==> config.mk <==
export PLATFORM = sky130hd
export DESIGN_NAME = netlist_token_splitter_unit
export DESIGN_NICKNAME = d
export VERILOG_FILES = /design/src/nts_pkg.sv /design/src/nts_front.sv /design/src/nts_queue.sv /design/src/nts_back.sv /design/src/netlist_token_splitter_unit.sv
export VERILOG_INCLUDE_DIRS = /design/src /design/src/src
export SDC_FILE = /design/constraint.sdc
export NUM_CORES = 1
export LEC_CHECK = 0
export BUFFER_PORTS_ARGS = -buffer_cell sky130_fd_sc_hd__buf_2
export CAP_MARGIN = 0
export CORE_ASPECT_RATIO = 1.2
export CORE_MARGIN = 2
export CORE_UTILIZATION = 29
export CTS_CLUSTER_DIAMETER = 30
export DETAILED_ROUTE_END_ITERATION = 8
export GPL_TIMING_DRIVEN = 0
export PLACE_DENSITY_LB_ADDON = 0.3
export SETUP_SLACK_MARGIN = 0.3
export SYNTH_ARGS = -nofsm -noshare
export SYNTH_HDL_FRONTEND = slang
export SYNTH_SLANG_ARGS = --single-unit
==> constraint.sdc <==
create_clock -name clk -period 3.4 [get_ports clk]
set_input_delay 0.17 -clock clk [delete_from_list [all_inputs] [get_ports clk]]
set_output_delay 0.17 -clock clk [all_outputs]
set_load 0.005 [all_outputs]
==> src/assert_macros.svh <==
// assertion helpers for the top-level rtl
`ifndef ASSERT_MACROS_SVH
`define ASSERT_MACROS_SVH

// property checked on every rising edge, switched off while reset is high
`define ASSERT_CLK(label, clk_sig, rst_sig, prop, msg) \
  label: assert property (@(posedge clk_sig) disable iff (rst_sig) prop) else $error(msg);

// implication checked on every rising edge, switched off while reset is high
`define ASSERT_IMPL(label, clk_sig, rst_sig, ante, cons, msg) \
  label: assert property (@(posedge clk_sig) disable iff (rst_sig) (ante) |-> (cons)) \
    else $error(msg);

`endif

==> src/nts_pkg.sv <==
package nts_pkg;

  // byte codes
  localparam logic [7:0] CH_NUL    = 8'h00;
  localparam logic [7:0] CH_TAB    = 8'h09;
  localparam logic [7:0] CH_SPACE  = 8'h20;
  localparam logic [7:0] CH_DQUOTE = 8'h22;
  localparam logic [7:0] CH_SQUOTE = 8'h27;
  localparam logic [7:0] CH_LPAREN = 8'h28;
  localparam logic [7:0] CH_RPAREN = 8'h29;
  localparam logic [7:0] CH_COMMA  = 8'h2C;
  localparam logic [7:0] CH_EQUALS = 8'h3D;
  localparam logic [7:0] CH_BSLASH = 8'h5C;

  // default depth of the queue between front and back
  localparam int unsigned QUEUE_DEPTH_DEF = 2;

  typedef enum logic [1:0] {
    MODE_SKIP   = 2'd0,
    MODE_PLAIN  = 2'd1,
    MODE_QUOTED = 2'd2
  } scan_mode_t;

  typedef struct packed {
    logic [7:0] token_byte;
    logic       has_byte;
    logic       token_end;
    logic       line_end;
  } nts_result_t;

  // all results caused by one input byte
  typedef struct packed {
    logic        two;
    nts_result_t r0;
    nts_result_t r1;
  } nts_entry_t;

  typedef struct packed {
    logic       push;
    nts_entry_t entry;
  } nts_push_t;

  function automatic logic is_separator(input logic [7:0] b);
    return (b == CH_SPACE) || (b == CH_TAB) || (b == CH_EQUALS) ||
           (b == CH_LPAREN) || (b == CH_RPAREN) || (b == CH_COMMA);
  endfunction

  function automatic nts_result_t make_result(input logic [7:0] b, input logic has,
                                              input logic tend, input logic lend);
    nts_result_t r;
    r.token_byte = has ? b : CH_NUL;
    r.has_byte   = has;
    r.token_end  = tend;
    r.line_end   = lend;
    return r;
  endfunction

endpackage

==> src/nts_front.sv <==
module nts_front
  import nts_pkg::*;
(
  input  logic       clk,
  input  logic       rst,
  input  logic       in_valid,
  input  logic [7:0] in_byte,
  input  logic       space,
  output logic       in_ready,
  output nts_push_t  push
);

  scan_mode_t mode, mode_next;
  logic       quote_is_single, quote_is_single_next;
  logic       backslash_pending, backslash_pending_next;
  logic       accept;
  logic [7:0] quote_char;
  nts_entry_t entry;
  logic       emit;

  assign in_ready   = space;
  assign accept     = in_valid && space;
  assign quote_char = quote_is_single ? CH_SQUOTE : CH_DQUOTE;

  always_ff @(posedge clk) begin
    if (rst) begin
      mode              <= MODE_SKIP;
      quote_is_single   <= 1'b0;
      backslash_pending <= 1'b0;
    end else if (accept) begin
      mode              <= mode_next;
      quote_is_single   <= quote_is_single_next;
      backslash_pending <= backslash_pending_next;
    end
  end

  always_comb begin
    mode_next              = mode;
    quote_is_single_next   = quote_is_single;
    backslash_pending_next = backslash_pending;
    entry                  = '0;
    emit                   = 1'b0;
    case (mode)
      MODE_PLAIN: begin
        emit = 1'b1;
        if (in_byte == CH_NUL) begin
          entry.r0  = make_result(CH_NUL, 1'b0, 1'b1, 1'b1);
          mode_next = MODE_SKIP;
        end else if (is_separator(in_byte)) begin
          entry.r0  = make_result(CH_NUL, 1'b0, 1'b1, 1'b0);
          mode_next = MODE_SKIP;
        end else begin
          entry.r0 = make_result(in_byte, 1'b1, 1'b0, 1'b0);
        end
      end
      MODE_QUOTED: begin
        if (backslash_pending) begin
          emit     = 1'b1;
          entry.r0 = make_result(CH_BSLASH, 1'b1, 1'b0, 1'b0);
          if (in_byte == quote_char) begin
            entry.r0               = make_result(quote_char, 1'b1, 1'b0, 1'b0);
            backslash_pending_next = 1'b0;
          end else if (in_byte == CH_BSLASH) begin
            backslash_pending_next = 1'b1;
          end else if (in_byte == CH_NUL) begin
            entry.two              = 1'b1;
            entry.r1               = make_result(CH_NUL, 1'b0, 1'b1, 1'b1);
            mode_next              = MODE_SKIP;
            quote_is_single_next   = 1'b0;
            backslash_pending_next = 1'b0;
          end else begin
            entry.two              = 1'b1;
            entry.r1               = make_result(in_byte, 1'b1, 1'b0, 1'b0);
            backslash_pending_next = 1'b0;
          end
        end else if (in_byte == quote_char) begin
          emit                 = 1'b1;
          entry.r0             = make_result(CH_NUL, 1'b0, 1'b1, 1'b0);
          mode_next            = MODE_SKIP;
          quote_is_single_next = 1'b0;
        end else if (in_byte == CH_NUL) begin
          emit                 = 1'b1;
          entry.r0             = make_result(CH_NUL, 1'b0, 1'b1, 1'b1);
          mode_next            = MODE_SKIP;
          quote_is_single_next = 1'b0;
        end else if (in_byte == CH_BSLASH) begin
          backslash_pending_next = 1'b1;
        end else begin
          emit     = 1'b1;
          entry.r0 = make_result(in_byte, 1'b1, 1'b0, 1'b0);
        end
      end
      default: begin
        // skipping separators; the spare mode code behaves the same
        if (in_byte == CH_NUL) begin
          emit                   = 1'b1;
          entry.r0               = make_result(CH_NUL, 1'b0, 1'b0, 1'b1);
          mode_next              = MODE_SKIP;
          quote_is_single_next   = 1'b0;
          backslash_pending_next = 1'b0;
        end else if (is_separator(in_byte)) begin
          mode_next = MODE_SKIP;
        end else if (in_byte == CH_DQUOTE || in_byte == CH_SQUOTE) begin
          mode_next              = MODE_QUOTED;
          quote_is_single_next   = (in_byte == CH_SQUOTE);
          backslash_pending_next = 1'b0;
        end else begin
          emit      = 1'b1;
          entry.r0  = make_result(in_byte, 1'b1, 1'b0, 1'b0);
          mode_next = MODE_PLAIN;
        end
      end
    endcase
    push.push  = accept && emit;
    push.entry = entry;
  end

endmodule

==> src/nts_queue.sv <==
module nts_queue
  import nts_pkg::*;
#(
  parameter int unsigned DEPTH = QUEUE_DEPTH_DEF
) (
  input  logic       clk,
  input  logic       rst,
  input  nts_push_t  push,
  input  logic       pop,
  output logic       space,
  output logic       q_valid,
  output nts_entry_t q_data
);

  localparam int unsigned PW = (DEPTH > 1) ? $clog2(DEPTH) : 1;
  localparam int unsigned CW = $clog2(DEPTH + 1);
  localparam logic [PW-1:0] LAST_IDX = PW'(DEPTH - 1);
  localparam logic [CW-1:0] FULL_CNT = CW'(DEPTH);

  nts_entry_t    mem [DEPTH];
  logic [PW-1:0] wr_ptr, rd_ptr;
  logic [CW-1:0] count;
  logic          do_push, do_pop;

  assign space   = (count != FULL_CNT);
  assign q_valid = (count != '0);
  assign q_data  = mem[rd_ptr];
  assign do_push = push.push && space;
  assign do_pop  = pop && q_valid;

  always_ff @(posedge clk) begin
    if (do_push) begin
      mem[wr_ptr] <= push.entry;
    end
  end

  always_ff @(posedge clk) begin
    if (rst) begin
      wr_ptr <= '0;
      rd_ptr <= '0;
      count  <= '0;
    end else begin
      if (do_push) begin
        wr_ptr <= (wr_ptr == LAST_IDX) ? '0 : wr_ptr + 1'b1;
      end
      if (do_pop) begin
        rd_ptr <= (rd_ptr == LAST_IDX) ? '0 : rd_ptr + 1'b1;
      end
      if (do_push && !do_pop) begin
        count <= count + 1'b1;
      end else if (do_pop && !do_push) begin
        count <= count - 1'b1;
      end
    end
  end

endmodule

==> src/nts_back.sv <==
module nts_back
  import nts_pkg::*;
(
  input  logic        clk,
  input  logic        rst,
  input  logic        q_valid,
  input  nts_entry_t  q_data,
  output logic        pop,
  input  logic        out_ready,
  output logic        out_valid,
  output nts_result_t res,
  output logic        last
);

  logic        load;
  logic        pend;
  nts_result_t second;

  assign load = !out_valid || out_ready;
  assign pop  = load && !pend && q_valid;

  always_ff @(posedge clk) begin
    if (rst) begin
      out_valid <= 1'b0;
      pend      <= 1'b0;
    end else if (load) begin
      if (pend) begin
        out_valid <= 1'b1;
        pend      <= 1'b0;
      end else if (q_valid) begin
        out_valid <= 1'b1;
        pend      <= q_data.two;
      end else begin
        out_valid <= 1'b0;
      end
    end
  end

  always_ff @(posedge clk) begin
    if (load) begin
      if (pend) begin
        res  <= second;
        last <= 1'b1;
      end else if (q_valid) begin
        res    <= q_data.r0;
        last   <= !q_data.two;
        second <= q_data.r1;
      end
    end
  end

endmodule

==> src/netlist_token_splitter_unit.sv <==
// channel | direction | handshake            | payload
// in      | input     | in_valid / in_ready  | in_byte
// out     | output    | out_valid/ out_ready | token_byte, has_byte, token_end, line_end, last
//
// one line byte is taken per cycle while in_ready is high; each byte gives
// zero, one or two results; results leave the output register one per cycle
// while out_ready is high, so a byte with two results takes an extra output
// transfer, absorbed by the front/back queue
// reset is synchronous, there is no clearing pass
// in_ready falls only while the queue is full; out_ready low stalls the back only

`include "assert_macros.svh"

module netlist_token_splitter_unit
  import nts_pkg::*;
#(
  parameter int unsigned QUEUE_DEPTH = QUEUE_DEPTH_DEF
) (
  input  logic       clk,
  input  logic       rst,
  input  logic       in_valid,
  output logic       in_ready,
  input  logic [7:0] in_byte,
  output logic       out_valid,
  input  logic       out_ready,
  output logic [7:0] token_byte,
  output logic       has_byte,
  output logic       token_end,
  output logic       line_end,
  output logic       last
);

  // front to queue
  nts_push_t   push;
  logic        space;
  // queue to back
  logic        q_valid;
  nts_entry_t  q_data;
  logic        pop;
  // output register contents
  nts_result_t res;

  // front: tracks scan mode and turns each byte into an entry of results
  nts_front u_front (
    .clk      (clk),
    .rst      (rst),
    .in_valid (in_valid),
    .in_byte  (in_byte),
    .space    (space),
    .in_ready (in_ready),
    .push     (push)
  );

  // short queue so that either side can stall without holding the other
  nts_queue #(
    .DEPTH (QUEUE_DEPTH)
  ) u_queue (
    .clk     (clk),
    .rst     (rst),
    .push    (push),
    .pop     (pop),
    .space   (space),
    .q_valid (q_valid),
    .q_data  (q_data)
  );

  // back: splits an entry into one transfer per result
  nts_back u_back (
    .clk       (clk),
    .rst       (rst),
    .q_valid   (q_valid),
    .q_data    (q_data),
    .pop       (pop),
    .out_ready (out_ready),
    .out_valid (out_valid),
    .res       (res),
    .last      (last)
  );

  assign token_byte = res.token_byte;
  assign has_byte   = res.has_byte;
  assign token_end  = res.token_end;
  assign line_end   = res.line_end;

  // a line end is always the final result of its byte
  `ASSERT_IMPL(a_line_end_last, clk, rst, out_valid && line_end, last, "line end without last")
  // a token character never closes a token in the same result
  `ASSERT_IMPL(a_byte_not_end, clk, rst, out_valid && has_byte, !token_end && !line_end,
               "token byte carries an end mark")
  // an empty result carries no character bits
  `ASSERT_IMPL(a_empty_zero, clk, rst, out_valid && !has_byte, token_byte == CH_NUL,
               "empty result with nonzero byte")
  // the queue never takes an entry while no slot is free
  `ASSERT_CLK(a_no_overflow, clk, rst, !(push.push && !space), "queue overflow")

endmodule
-- Word-level counts from Yosys, hierarchy flattened
Memories as Yosys holds them, arrays and structs flattened. A register that Yosys moved wholly into a read port is not among the register bits.
Cells that the tools add are included.
W data, S select, Z words.
- word-level logic and storage cells: 143
- output and inout port bits: 14
- flip-flop bits (word level): 33
- memory bits (writable): 46
- memories: 1
- eq/ne operators: 17
- bitwise logic cells: 2
- reductions and logical operators: 30
- mux-type cells: 72
- $add $sub $neg: 4
- memory list (memory ; words ; width ; rd ports ; clocked after Yosys merged registers in ; write ports ; RTL line ; source):
    u_queue.mem ; 2 ; 23 ; 1 ; 1 ; 1 ; nts_queue.sv:20 ; nts_entry_t mem [DEPTH];
- operators with widths (cell ; number):
    $mux W11 ; 17
    $eq A8 B6 Y1 const B ; 7
    $mux W1 ; 37
    $mux W2 ; 12
    $pmux W11 S2 ; 1
    $eq A8 B4 Y1 const B ; 1
    $eq A8 B7 Y1 const B ; 1
    $eq A8 B8 Y1 ; 1
    $logic_and A1 B1 Y1 ; 8
    $logic_not A8 Y1 ; 1
    $reduce_and A4 Y1 ; 2
    $logic_or A1 B1 Y1 ; 7
    $ne A3 B3 Y1 const B ; 2
    $pmux W1 S2 ; 3
    $reduce_and A6 Y1 ; 1
    $reduce_bool A2 Y1 ; 3
    $logic_not A1 Y1 ; 5
    $pmux W2 S2 ; 1
    $mux W3 ; 1
    $ne A3 B1 Y1 const B ; 1
    $ne A3 B2 Y1 const B ; 1
    $reduce_and A3 Y1 ; 1
    $reduce_bool A3 Y1 ; 1
    $add A1 B1 Y1 const B ; 2
    other kinds (7) ; 8

-- Depth between registers and ports, before layout
- depth in word-level cells: 15
- mapped depth: 10
- depth with buffers taken out: 9

-- By module
A second synthesis with hierarchy kept.
- cells, all modules: 269
- area, all modules: 3682.3 µm²
- modules (own cells, without submodules) (module ; seq. area each (µm²) ; cells an instance ; area each (µm²) ; instances):
    nts_queue ; 1481.4 ; 95 ; 1873.0 ; 1
    nts_back ; 730.7 ; 50 ; 977.2 ; 1
    nts_front ; 80.1 ; 124 ; 832.0 ; 1

-- Least setup slack after synthesis
OpenSTA, ideal clock, no wires.
- path kind: reg-to-reg
- from: reg u_front.mode[0]
- to: mem u_queue.mem[0][10] in the netlist's numbering, enable pin
- period minus slack after synthesis: 2.597 ns
- buffers on the path: 1
- path slack: 0.803 ns
- data required time: 2.997 ns
- data arrival time: 2.193 ns
- cell stages (with the launch flop): 8
- cells stage by stage: dfxtp_1 -> inv_1 -> ha_1 -> clkbuf_1 -> or3_1 -> o211ai_1 -> a21oi_1 -> nor2b_1
- longest elaborated chain between the ends: 6
- elaborated cells on any way between the ends: 7
- RTL lines (what ; RTL line ; source):
    start: declaration ; nts_front.sv:13 ; scan_mode_t mode, mode_next;
    start signal: assignment ; nts_front.sv:31 ; mode <= mode_next;
    $eq A2 B2 Y1 / $eq A2 B1 Y1 (equally long branches) ; nts_front.sv:43 ; case (mode)
    $pmux W1 S2 * ; nts_front.sv:43 ;
    $logic_and A1 B1 Y1 * ; nts_front.sv:114 ; push.push = accept && emit;
    $logic_and A1 B1 Y1 * ; nts_queue.sv:28 ; assign do_push = push.push && space;
    named net u_queue.do_push ; nts_queue.sv:23 ; logic do_push, do_pop;
    $mux W1 * ; nts_queue.sv:32 ; if (do_push) begin
    $mux W1 (implied by the code) * ; nts_queue.sv:33 ; mem[wr_ptr] <= push.entry;
    end: declaration ; nts_queue.sv:20 ;
The timed path passes the listed nets; every way through them passes the cells marked *.

-- Final worst setup path
- from: reg u_front.mode[0]
- to: mem u_queue.mem[1][19] in the netlist's numbering, enable pin
Same word-level chain as after synthesis.

==> results.toml <==
[status]
status = "completed"

[grt]
grt-ovfl-total = 0
grt_use_total_pct = 11.40
grt_pass1_vias = 2178
grt_max_degree = 23
grt_pass1_wl_um = 11450
antenna_found_initial = 0

[critical_path]
crit_path_max_fanout = 22
startpoint_type = "register"
r2r_start = "u_front.mode[0]"
startpoint = "u_front.mode[0]"
crit_type = "register to register"
crit_path_end_kind = "register"
cp_data_required_time_ps = 3350
crit_arrival_ps = 2590

[floorplan]
dieArea_um2 = 12980
ios = 26
die_w_um = 104.3
core_um2 = 11950
start_util_pct = 29.33
rows = 44
die_height_um = 124.4

[final_layout]
diodes = 0
seq_area_um2 = 2202
multi_input_area_um2 = 1210
n_fill_cell = 1182
area_delta_synth_final_pct = 18.79
final_cell_area_um2 = 4161
final_nets = 327
layout-drive-gt1-share_pct = 20.82

[sta]
slew_violations = 0
relSlewSlack_pct = 23.87
rsz0062_at_grt = "false"
fin_crit_sh_pct = 77.84
period_minus_slack_ps = 2647
max_freq_ghz = 0.3779
skew_ps = 3.390
worst_hold_slack_ps = 169.4
worst_pin_slew_ps = 1142
hold_viol = 0
setup_violations = 0

[yosys]
synth_ff_type = "edfxtp_1"
synth_top_cells_by_count = "66 x edfxtp_1, 22 x nand2_1, 18 x o21ai_0, 15 x nor2_1"
yosysTopAreaCell = "edfxtp_1"
synthTopCellsByArea = "edfxtp_1 57%, dfxtp_1 6.3%, mux2_2 3.5%"
synth_cells = 275
synth-seq-area-share_pct = 62.86
avgSynthCellArea_um2 = 12.74
synth_top_area_share_pct = 56.57
synth_edf_count = 66
syn-num-nets = 290
postSynth.asyncResetShare_pct = 0
yosysWarnings = 0
yosysMostFrequentCell = "edfxtp_1"
ys_seq_elements = 77
syn-cell-area_um2 = 3503
synth_cell_types = 52

[placement]
placed_area_um2 = 3855
finalWeightedCongestion = 0.8520
io_buffers = 24
dp_hpwl_um = 5040

[drt]
first_pass_iters = 4
ant_nets = 0
drt_iter0_markers = 72
vias = 2274
routed_wl_um = 7035
drc_errors = 0
vias_per_cell = 4.757
wl_per_cell_um = 14.72

[clocking]
cts_root_buf = "clkbuf_16"
clkSlewWorstSetupHoldPaths_ps = 50
cts_sinks = 77
htreeDepth = 3
post_cts_resized = 0
post-cts-setup-buffers = 0
cts_tree = "yes"
insertion_delay_ps = 330
clockBufferDepth = 2
numCtsBuffers = 9
ctsHoldBuffers = 0

[min_path]
hp-start = "out_ready"
hold_path.class = "input port to register"

[pwr]
switching_share_pct = 26.85
p_sw_uw = 855.0
p_int_uw = 2330
p_leak_uw = 0.001401
peakVddDrop_v = 0.0002526
pwr-share-seq_pct = 46.3
powerDensity_nw_per_um2 = 765.3
pwr-share-clk_pct = 30.7
power_frac_comb_pct = 23.0

[job]
maxCapViolCount = 0
-- final cells by class --
type	instances	area share (%)
plain buffers	14	1.924
clock buffers	10	5.502
clock inverters	6	1.864
inverters	5	0.4510
multi-input cells	179	29.07
flip-flops and latches	77	52.92
well taps	161	4.841
repair buffers	26	3.428
-- layout by cell type, fill, tap and decap left out, types with 7 or more instances in the layout --
cell type / instances
mux2_2: 11
or3_1: 7
nor2_1: 15
a21oi_1: 8
buf_2: 25
and2_1: 11
mux2i_1: 10
o21ai_0: 18
nor2b_1: 8
clkbuf_1: 9
clkbuf_16: 9
nand2_1: 22
dfxtp_1: 11
edfxtp_1: 66
-- cells by family (layout without fill, tap and decap cells) --
family,count (synthesis),count (layout),share of synthesized area (%)
compound gates,54,54,10.57
xor+xnor,6,6,1.500
fa+ha+maj,3,3,1.072
buf+inv,19,61,2.821
flops,77,77,62.86
mux,21,21,6.393
simple gates,95,95,14.79
-- final timing paths --
path | endpoint | slack, ps | cells after the start
setup / recovery | u_queue.mem[1][19] | 750 | 7
hold / removal | u_back.pend | 170 | 4
setup reg to reg | u_queue.mem[1][19] | 750 | 7
hold reg to reg | u_front.mode[0] | 510 | 1
-- critical path, stage by stage, from the launching register on --
cell and delay (ps):
dfxtp_1 330, inv_1 60, ha_1 130, clkbuf_1 280
or3_1 170, o211ai_1 80, a21oi_1 260, and2_1 940
-- power groups by stage --
stage	combinational, uW	clock, uW	sequential, uW
6_report	734	977	1470
5_1_grt	820	1040	1510
3_3_place_gp	709	0	1500
4_1_cts	751	1000	1480
2_1_floorplan	461	0	1490
3_5_place_dp	749	0	1500
-- stage by stage --
step / power, uW / cells / setup TNS, ps / setup WS, ps / util [%]
detailed placement: 2246 / 462 / 0 / 704.4 / 32.27
floorplan: 1955 / 275 / 0 / 803.3 / -
global route: 3364 / 478 / 0 / 539.1 / 34.83
global placement: 2205 / 460 / -1074 / -50.55 / 32.02
CTS: 3233 / 478 / 0 / 706.5 / 34.83
finish: 3185 / 478 / 0 / 753.5 / 34.83
-- metal layers --
metal  share of wire [%]  GRT usage [%]  up-vias
met5                   0              0        -
met4                 2.2          6.200        0
met3                 3.5          2.250       12
met2                  49          18.84       52
met1                  46          13.92     1102
li1                    -              -     1108
-- state kept, by name, indices dropped and copies added, names as in the netlist, 2 cells and up, named ones only --
name           flops
u_back.res        11
u_queue.count      2
u_back.second     10
u_front.mode       2
u_queue.mem       44
Power figures use the tool's default switching activity.
